`src/hw/rtl/lzwd_pkg.sv`:
```
// shared types and constants for the 12-bit lzw decoder
package lzwd_pkg;

    localparam int CODE_W       = 12;
    localparam int BYTE_W       = 8;
    localparam int LEN_W        = 7;
    localparam int NUM_LITERALS = 256;
    localparam int DICT_SIZE_DEF = 4096;
    localparam int MAX_LEN_DEF   = 64;

    // one dictionary entry: prefix code, appended byte, first byte of the string, length
    typedef struct packed {
        logic [CODE_W-1:0] prefix;
        logic [BYTE_W-1:0] suffix;
        logic [BYTE_W-1:0] first;
        logic [LEN_W-1:0]  len;
    } dict_entry_t;

    // command from the dictionary walker to the output unit
    typedef struct packed {
        logic             start;
        logic             bad;
        logic [LEN_W-1:0] len;
    } emit_cmd_t;

endpackage

```
`src/hw/rtl/lzwd_emit.sv`:
```
// string stack and output stage: replays a decoded string first byte first
module lzwd_emit #(
    parameter int MAX_LEN = lzwd_pkg::MAX_LEN_DEF
) (
    input  logic                              aclk,
    input  logic                              aresetn,
    input  lzwd_pkg::emit_cmd_t               cmd,
    input  logic                              st_we,
    input  logic [$clog2(MAX_LEN)-1:0]        st_addr,
    input  logic [lzwd_pkg::BYTE_W-1:0]       st_data,
    output logic                              busy,
    output logic                              m_valid,
    input  logic                              m_ready,
    output logic [lzwd_pkg::BYTE_W-1:0]       m_data_byte,
    output logic                              m_last_byte,
    output logic                              m_bad_code
);
    import lzwd_pkg::*;

    localparam int SP_W = $clog2(MAX_LEN);

    logic [BYTE_W-1:0] stack_mem [MAX_LEN];
    logic [BYTE_W-1:0] q_reg;

    logic              q_valid_reg, q_valid_next;
    logic              q_last_reg, q_last_next;
    logic [LEN_W-1:0]  em_idx_reg, em_idx_next;
    logic [LEN_W-1:0]  em_len_reg, em_len_next;
    logic              bad_pend_reg, bad_pend_next;
    logic              m_valid_reg, m_valid_next;
    logic [BYTE_W-1:0] m_data_reg, m_data_next;
    logic              m_last_reg, m_last_next;
    logic              m_bad_reg, m_bad_next;

    logic out_free;
    logic load_out;
    logic issue;

    // stack memory, one write and one registered read
    always_ff @(posedge aclk) begin
        if (st_we) begin
            stack_mem[st_addr] <= st_data;
        end
        if (issue) begin
            q_reg <= stack_mem[em_idx_reg[SP_W-1:0]];
        end
    end

    // read scheduling: one byte per cycle while the output stage drains
    always_comb begin
        out_free = !m_valid_reg || m_ready;
        load_out = q_valid_reg && out_free;
        issue    = (em_idx_reg != em_len_reg) && (!q_valid_reg || load_out);

        q_valid_next  = q_valid_reg;
        q_last_next   = q_last_reg;
        em_idx_next   = em_idx_reg;
        em_len_next   = em_len_reg;
        bad_pend_next = bad_pend_reg;
        m_valid_next  = m_valid_reg;
        m_data_next   = m_data_reg;
        m_last_next   = m_last_reg;
        m_bad_next    = m_bad_reg;

        if (issue) begin
            q_valid_next = 1'b1;
            q_last_next  = (em_idx_reg + LEN_W'(1)) == em_len_reg;
            em_idx_next  = em_idx_reg + LEN_W'(1);
        end else if (load_out) begin
            q_valid_next = 1'b0;
        end

        // output register
        if (load_out) begin
            m_valid_next = 1'b1;
            m_data_next  = q_reg;
            m_last_next  = q_last_reg;
            m_bad_next   = 1'b0;
        end else if (bad_pend_reg && out_free) begin
            m_valid_next  = 1'b1;
            m_data_next   = '0;
            m_last_next   = 1'b0;
            m_bad_next    = 1'b1;
            bad_pend_next = 1'b0;
        end else if (m_ready) begin
            m_valid_next = 1'b0;
        end

        // new string or error beat
        if (cmd.start) begin
            if (cmd.bad) begin
                bad_pend_next = 1'b1;
            end else begin
                em_idx_next = '0;
                em_len_next = cmd.len;
            end
        end
    end

    always_ff @(posedge aclk) begin
        if (!aresetn) begin
            q_valid_reg  <= 1'b0;
            em_idx_reg   <= '0;
            em_len_reg   <= '0;
            bad_pend_reg <= 1'b0;
            m_valid_reg  <= 1'b0;
        end else begin
            q_valid_reg  <= q_valid_next;
            em_idx_reg   <= em_idx_next;
            em_len_reg   <= em_len_next;
            bad_pend_reg <= bad_pend_next;
            m_valid_reg  <= m_valid_next;
        end
        q_last_reg <= q_last_next;
        m_data_reg <= m_data_next;
        m_last_reg <= m_last_next;
        m_bad_reg  <= m_bad_next;
    end

    assign busy        = (em_idx_reg != em_len_reg) || q_valid_reg || bad_pend_reg;
    assign m_valid     = m_valid_reg;
    assign m_data_byte = m_data_reg;
    assign m_last_byte = m_last_reg;
    assign m_bad_code  = m_bad_reg;

endmodule

```
`config.mk`:
```
export PLATFORM = sky130hd
export DESIGN_NAME = lzwd_emit
export DESIGN_NICKNAME = d
export VERILOG_FILES = /design/src/hw/rtl/lzwd_pkg.sv /design/src/hw/rtl/lzwd_emit.sv
export SDC_FILE = /design/constraint.sdc
export NUM_CORES = 1
export LEC_CHECK = 0
export BUFFER_PORTS_ARGS = -buffer_cell sky130_fd_sc_hd__buf_4
export CAP_MARGIN = 20
export CORE_MARGIN = 10
export CORE_UTILIZATION = 30
export DETAILED_ROUTE_END_ITERATION = 12
export REMOVE_ABC_BUFFERS = 1
export SLEW_MARGIN = 20
export SYNTH_ARGS = -nofsm -noshare
export SYNTH_HDL_FRONTEND = slang
export SYNTH_SLANG_ARGS = --single-unit
```
`constraint.sdc`:
```
create_clock -name aclk -period 2.55 [get_ports aclk]
set_input_delay 0.255 -clock aclk [delete_from_list [all_inputs] [get_ports aclk]]
set_output_delay 0.255 -clock aclk [all_outputs]
set_load 0.05 [all_outputs]
```
; ---- Word level (Yosys, flattened, before mapping)
; Memories as Yosys holds them, arrays and structs flattened. A register that Yosys moved wholly into a read port is not among the register bits.
; Cells that the tools add are included.
[totals]
memories = 1
register_bits = 28
ram_bits = 512
in_bits = 27
elab_cells = 45
out_inout_bits = 12
[memory_table]
columns = name, words, word_bits, rd, rd_ports_with_merged_regs, wr, line_no
row1 = stack_mem, 64, 8, 1, 1, 1, lzwd_emit.sv:22  ; logic [BYTE_W-1:0] stack_mem [MAX_LEN];
[op_classes]
bitwise_logic = 1
eq_ne = 2
n_addsub = 1
n_mux = 18
reduce_logical = 13
[ops]
columns = op, n
row1 = 7-bit 2-to-1 mux, 3
row2 = 8-bit 2-to-1 mux, 2
row3 = 1-bit 2-to-1 mux, 13
row4 = "7-bit by 1-bit adder with 7-bit output, second input constant", 1
row5 = 7-bit == test, 1
row6 = 7-bit inequality test, 1
row7 = 1-bit logical OR, 4
row8 = 2-bit nonzero test, 2
row9 = 1-bit logical AND, 3
row10 = 3-bit nonzero test, 1
row11 = 1-bit logical NOT, 2
row12 = 2-bit AND reduction, 1
row13 = 1-bit NOT, 1

; ---- Depth between registers and ports, before layout
; Gate-level depths: netlist of the first run.
[depth]
ltp_word = 8
mapped_depth = 10
depth_no_buf = 6

; ---- Least setup slack after synthesis of the first run
; No wires, ideal clock.
[synth_path]
kind = register to register
from = register em_idx_reg[0]
to = register q_reg[0], read port of stack_mem, data pin
path_slack_ps = 449
stages_incl_launch_ff = 10
required_time_ps = 2286
path_buffers = 4
setup_ps = 264
synth_period_minus_slack_ps = 2101
arrival_time_ps = 1837
path_cell_list = dfxtp_1 > buf_6 > buf_12 > buf_12 > buf_8 > mux4_2 > a22oi_1 > nand3_1 > a31oi_1 > a31oi_1
[synth_via]
elab_chain_len = 2
[synth_lines]
columns = item, line_no
row1 = from (decl), lzwd_emit.sv:27  ; logic [LEN_W-1:0] em_idx_reg, em_idx_next;
row2 = from (signal assigned), lzwd_emit.sv:109  ; em_idx_reg <= em_idx_next;
row3 = 7-bit inequality test, lzwd_emit.sv:53  ; issue = (em_idx_reg != em_len_reg) && (!q_valid_reg || load_out);
row4 = 1-bit logical AND, lzwd_emit.sv:53
row5 = to (decl), lzwd_emit.sv:23  ; logic [BYTE_W-1:0] q_reg;
; Several ways; a longest one is shown, not always the timed one.
; A chain may end at the register's enable or synchronous reset.

; ---- Worst setup path in the final report of the first run
[layout_path]
from = register em_idx_reg[0]
to = register q_reg[6], read port of stack_mem, data pin
; Same word-level chain as after synthesis.

==> results of run 1 <==
[layer usage]
metal	share of wire (%)	track usage, %
met3	7.1	3.04
met4	2.8	3.67
met5	0.11	0
met1	44	16.3
met2	46	19.2
[Yosys cell counts, types with 4 or more instances]
| cell | instances | area (um2) |
|---|---|---|
| edfxtp_1 | 530 | 15900 |
| mux2i_1 | 120 | 1200 |
| nor2_1 | 89 | 334 |
| mux4_2 | 51 | 1150 |
| a22oi_1 | 48 | 360 |
| nand2_1 | 42 | 158 |
| nor2b_1 | 34 | 213 |
| a31oi_1 | 33 | 206 |
| clkbuf_1 | 25 | 93.8 |
| nand3_1 | 24 | 120 |
| mux4_1 | 21 | 552 |
| a21oi_1 | 19 | 95.1 |
| dfxtp_1 | 18 | 360 |
| nand2b_1 | 14 | 87.6 |
| xnor2_1 | 12 | 105 |
| and2_1 | 10 | 62.6 |
| clkbuf_8 | 10 | 138 |
| nand3b_1 | 10 | 75.1 |
| a211oi_1 | 9 | 67.6 |
| buf_6 | 9 | 101 |
| a2111oi_0 | 8 | 70.1 |
| a22o_1 | 8 | 70.1 |
| a21o_1 | 7 | 52.6 |
| buf_4 | 6 | 45.0 |
| nor3_1 | 6 | 30.0 |
| buf_2 | 5 | 25.0 |
| buf_8 | 5 | 75.1 |
| xor2_1 | 5 | 43.8 |
| buf_1 | 4 | 15.0 |
| buf_12 | 4 | 80.1 |
[repair_timing]
action / CTS / global route
cloned: 1 / 0
buffers inserted: 1 / 0
hold buffers: 20 / 0
gates resized for setup: 5 / 6
endpoints found under the hold margin: 11 / 0
setup endpoints to repair: 1 / 4
[logic make-up after synthesis]
kind of cell,count (synthesis)
buf+inv,74
mux,192
simple gates,238
compound gates,144
fa+ha+maj,1
xor+xnor,17
flops,548
[metrics by stage]
stage / hold slack, ns / setup TNS [ns]
2_1_floorplan: 0.354 / -146.58
3_3_place_gp: 0.458 / 0
3_5_place_dp: 0.463 / 0
4_1_cts: 0.166 / 0
5_1_grt: 0.198 / 0
6_report: 0.200 / 0
[layout make-up]
| cell class | instances | area, um2 | share of cell area [%] |
|---|---|---|---|
| multi-input combinational | 592 | 5240 | 20.0 |
| timing repair buffer | 185 | 1600 | 6.11 |
| sequential | 548 | 16300 | 62.2 |
| clock buffer | 69 | 1510 | 5.78 |
| inverter | 3 | 11.3 | 0.0430 |
| clock inverter | 35 | 345 | 1.32 |
| tap | 959 | 1200 | 4.58 |
[worst paths after layout]
kind / start / end / slack, ns / cells after the start
setup / recovery: em_idx_reg[0] / q_reg[6] / 0.07 / 7
setup reg to reg: em_idx_reg[0] / q_reg[6] / 0.07 / 7
hold reg to reg: m_bad_code / m_bad_code / 0.51 / 2
hold / removal: st_addr[1] / stack_mem[48][4] / 0.20 / 3
[power by group]
part,switching (W),internal [W],leakage [nW]
Clock,0.00342,0.00482,0.889
Sequential,0.0000917,0.0101,4.94
Combinational,0.00175,0.00133,2.60
Total,0.00526,0.0162,8.42
[worst max-delay path, cell delays in order (launching register included)]
cell and delay, ns:
dfxtp_4 0.36, buf_6 0.18, buf_12 0.20, mux2i_1 0.11, a2111oi_0 1.01, a31oi_1 0.08, buf_4 0.21, a31oi_1 0.14
==> impl_results.md, run 1 <==
* Sequential cell area fraction in the yosys report at 73.6%
* Worst Tran Pin Value at 1.15 ns
* Clock buffers created by TritonCTS at 57
* Routed via count at 11800
* Basic-gate share of the synthesized area counting and, or, nand and nor cells at 5.18%
* H-Tree Level Count at 2
* Most used flip-flop cell after synthesis: edfxtp_1
* Final Cycle Share at 97.1%
* Core box area at 73000 um2
* Number of vias per cell after detailed routing at 4.93
* Number of distinct library cells after synthesis at 49
* Final Non-Filler Cells at 2391
* Cell at the root of the clock tree: clkbuf_16
* Critical path required time at 3.00 ns
* Io pins at 39
* Final wirelength at 52.8 mm
* Number of enable-type register cells in the synthesized netlist at 530
* Largest family of logic cells by synthesized area: multiplexers
* Die Wd at 291 um
* Outcome: complete, no violations
* Clock Sinks at 548
* Worst Path Class, Setup: reg2reg
* Total of buffers placed on input and output ports at 38
* Standby leakage power at 8.42 nW
* Total DRC errors in the routed layout at 0
* Setup slack of the critical path after layout at 0.0744 ns
* Number of warnings issued by yosys at 0
* Routed Antenna Nets at 0
* Layout net count at 1415
* Fraction of the mapped netlist area in compound gates at 4.58%
* Pre-CTS worst setup slack at 0.0965 ns
* Number of antenna violations at the first check in global routing at 4
* Post-layout instance area at 26200 um2
* Kind of capture point of the worst setup path: register
* First-iteration detailed-routing DRC count at 1181
* CTS tree: yes
* DP Wirelength at 32.5 mm
* Placed cell count at 2266
* Initial standard-cell utilization of the core at 30.3%
* Synthesized instance count at 1214
* Clock slew at the register clock pins of the worst setup and hold paths at 0.06 ns
* HP Class: in2reg
* Most common cell after layout, fill and taps aside: edfxtp_1
* Max Slew Vio Count at 0
* Overall Power at 0.0215 W
* Placed inst area at 24100 um2
* Layout Skew at 0.0251 ns
* Global route total overflow at 0
* Xor and xnor area share after synthesis at 0.674%
* Summed instance area of the synthesized netlist at 22100 um2
* Die height at 291 um
* Maxcap violations at 0
* DIE AREA at 84900 um2
* Fmax at 0.404 GHz
* Ratio of total power to cell area at 821 nW/um2
* Number of rows created at floorplan at 99
* Adder-cell share of the synthesized area at 0.0566%
* Element type at the critical path start: register
* Leading cell types in the layout, fill and taps excluded: edfxtp_1, buf_4, mux2i_1
* Number of fillers in the final layout at 6700
* WP data arrival at 2.93 ns
* Flops & latches, synth at 548
* Number of diodes at 0
* Mux cell area share after synthesis at 13.1%
* Max FFs per register at 512
* Count of endpoints failing setup in the final report at 0
* Asr flop ratio synth at 0%
* Unrepaired setup endpoints after global routing: no
* Fraction of final layout cells sized beyond drive strength 1 at 21.7%
* Post-Syn Area per Cell at 18.2 um2
* IR drop worst, VDD at 0.520 mV
* Final weighted congestion in routability-driven placement at 0.833
* Tightest slew margin relative to the limit at 21.5%
* Maximum fanout along the worst path at 26
* Final core utilization at 35.9%
* Number of global-route vias before repair at 11900
* Largest net degree at the start of global routing at 65
* Overall track demand over capacity in global routing at 12.2%
* Number of hold violations in the final report at 0
* DR pass1 iterations at 5
* Global-route wire length before repair at 79.3 mm
* Clock latency reported for the late side of the worst-skew pair at 0.62 ns
* Final period demand of the worst path at 2.48 ns
* WL per Instance at 22.1 um
* Bufs on Longest Clock Path at 3
* Layout overhead on the synthesized area at 18.5%
Power figures use the tool's default switching activity.
==> inputs of run 2 (changes only) <==
Settings changed: GPL_TIMING_DRIVEN set to 0.
==> impl_results.md, run 2 (synthesized netlist as in run 1, its figures left out) <==
* Worst Path Class, Setup: reg2reg (unchanged)
* Setup slack of the critical path after layout at 0.0218 ns (was 0.0744 ns)
* Number of hold violations in the final report at 0 (unchanged)
* Clock latency reported for the late side of the worst-skew pair at 0.61 ns (was 0.62 ns)
* Layout net count at 1312 (was 1415)
* Initial standard-cell utilization of the core at 30.3% (unchanged)
* Global route total overflow at 0 (unchanged)
* Element type at the critical path start: register (unchanged)
* Kind of capture point of the worst setup path: register (unchanged)
* Number of diodes at 0 (unchanged)
* Layout Skew at 0.0112 ns (was 0.0251 ns)
* Routed Antenna Nets at 0 (unchanged)
* Overall track demand over capacity in global routing at 11.5% (was 12.2%)
* Standby leakage power at 7.93 nW (was 8.42 nW)
* WL per Instance at 22.4 um (was 22.1 um)
* Final sum of negative setup slack at 0 ns (unchanged)
* Maxcap violations at 0 (unchanged)
* Outcome: complete, no violations (unchanged)
* Layout overhead on the synthesized area at 16.1% (was 18.5%)
* Io pins at 39 (unchanged)
* Area used by multi-input combinational logic at 5500 um2 (was 5240 um2)
* Tightest slew margin relative to the limit at 39.1% (was 21.5%)
* Final weighted congestion in routability-driven placement at 0.809 (was 0.833)
* Worst Tran Pin Value at 0.910 ns (was 1.15 ns)
* Clock Sinks at 548 (unchanged)
* Number of antenna violations at the first check in global routing at 4 (unchanged)
* Number of vias per cell after detailed routing at 4.96 (was 4.93)
* Clock slew at the register clock pins of the worst setup and hold paths at 0.06 ns (about the same)
* DP Wirelength at 29.4 mm (was 32.5 mm)
* Number of global-route vias before repair at 11500 (was 11900)
* Clock buffers created by TritonCTS at 56 (was 57)
* Final period demand of the worst path at 2.53 ns (was 2.48 ns)
* First-iteration detailed-routing DRC count at 1024 (was 1181)
* IR drop worst, VDD at 0.574 mV (was 0.520 mV)
* Global-route wire length before repair at 75.0 mm (was 79.3 mm)
* Critical path required time at 2.86 ns (was 3.00 ns)
* Max Slew Vio Count at 0 (unchanged)
* Final wirelength at 51.2 mm (was 52.8 mm)
* DR pass1 iterations at 5 (unchanged)
* Number of fillers in the final layout at 6716 (was 6700)
* Routed via count at 11300 (was 11800)
* Core box area at 73000 um2 (unchanged)
* CTS tree: yes (unchanged)
* Pre-CTS worst setup slack at -0.673 ns (was 0.0965 ns)
* Fraction of final layout cells sized beyond drive strength 1 at 18.1% (was 21.7%)
* Largest net degree at the start of global routing at 65 (unchanged)
* Fmax at 0.396 GHz (was 0.404 GHz)
* Maximum fanout along the worst path at 18 (was 26)
* Cell at the root of the clock tree: clkbuf_16 (unchanged)
* Die height at 291 um (unchanged)
* Footprint of the flip-flops and latches at 16300 um2 (about the same)
* Ratio of total power to cell area at 821 nW/um2 (about the same)
* Total of buffers placed on input and output ports at 38 (unchanged)
* WP data arrival at 2.84 ns (was 2.93 ns)
* Bufs on Longest Clock Path at 3 (unchanged)
* Most common cell after layout, fill and taps aside: edfxtp_1 (unchanged)
* Count of endpoints failing setup in the final report at 0 (unchanged)
* Final Cycle Share at 99.1% (was 97.1%)
* Number of rows created at floorplan at 99 (unchanged)
* DIE AREA at 84900 um2 (unchanged)
* Total DRC errors in the routed layout at 0 (unchanged)
* Die Wd at 291 um (unchanged)
* Leading cell types in the layout, fill and taps excluded: edfxtp_1, mux2i_1, nor2_1 (was edfxtp_1, buf_4, mux2i_1)
* HP Class: in2reg (unchanged)
* Unrepaired setup endpoints after global routing: yes (was no)
* Max FFs per register at 512 (unchanged)
* H-Tree Level Count at 2 (unchanged)
[run 2: cell types whose count changed in the layout (fill, tap and decap cells not counted), moves of 5 or more]
cell | previous run | this run
a2111oi_0 | 6 | 0
a2111oi_2 | 0 | 7
a31oi_1 | 33 | 20
a31oi_2 | 0 | 13
buf_12 | 9 | 0
buf_16 | 1 | 8
buf_4 | 153 | 48
bufinv_16 | 6 | 1
clkbuf_1 | 10 | 22
clkinvlp_4 | 7 | 0
mux2i_1 | 120 | 112
mux2i_4 | 0 | 5
[run 2: per-layer routing]
metal  track usage, %  routed length [um]  vias up
li1                 -                   -     4997
met3             2.33                3100       83
met5                0                  49        -
met2             18.3               24200      352
met1             15.5               22500     5899
met4             4.23                1340        8
[run 2: layout make-up]
class	count	area share, %
Inverter	3	0.0439
Clock inverter	18	0.453
Clock buffer	82	6.08
Multi-Input combinational cell	592	21.4
Sequential cell	548	63.5
Timing Repair Buffer	83	3.81
Tap cell	959	4.68
[run 2: timing repair]
action | in CTS | in global routing
cloned | 4 | 2
hold buffers | 18 | 0
gates resized for setup | 28 | 28
pin swaps | 3 | 0
buffers inserted | 13 | 0
endpoints found under the hold margin | 10 | 0
endpoints found under the setup margin | 10 | 9
[run 2: final timing paths]
path	cells after the start	slack [ns]	start	endpoint
min	2	0.13	st_addr[1]	stack_mem[49][1]
min reg2reg	2	0.51	m_bad_code	m_bad_code
max reg2reg	7	0.02	em_idx_reg[0]	q_reg[3]
max	7	0.02	em_idx_reg[0]	q_reg[3]
[run 2: power breakdown]
| group | internal [W] | total (W) | leakage [nW] | switching [W] |
|---|---|---|---|---|
| Sequential | 0.0101 | 0.0102 | 4.94 | 0.0000798 |
| Clock | 0.00431 | 0.00755 | 0.820 | 0.00324 |
| Combinational | 0.00151 | 0.00335 | 2.17 | 0.00184 |
[run 2: per-stage QoR]
stage                     util (%)  total power (W)  instances  area (um2)  hold WS, ns
after floorplan                  -           0.0121       1143       21500        0.354
after global placement        31.5           0.0123       2140       23000        0.471
after detailed placement      31.9           0.0132       2148       23300        0.499
after CTS                     34.9           0.0211       2283       25500        0.101
final                         35.2           0.0211       2285       25700        0.125
after global routing          35.2           0.0218       2285       25700        0.135
[run 2: worst max-delay path, cell delays in order, from the launching register on]
cell       delay [ns]
dfxtp_4          0.40
buf_16           0.16
bufbuf_16        0.34
mux4_2           0.53
a22oi_1          0.28
nand3_1          0.22
a31oi_2          0.22
a31oi_2          0.08
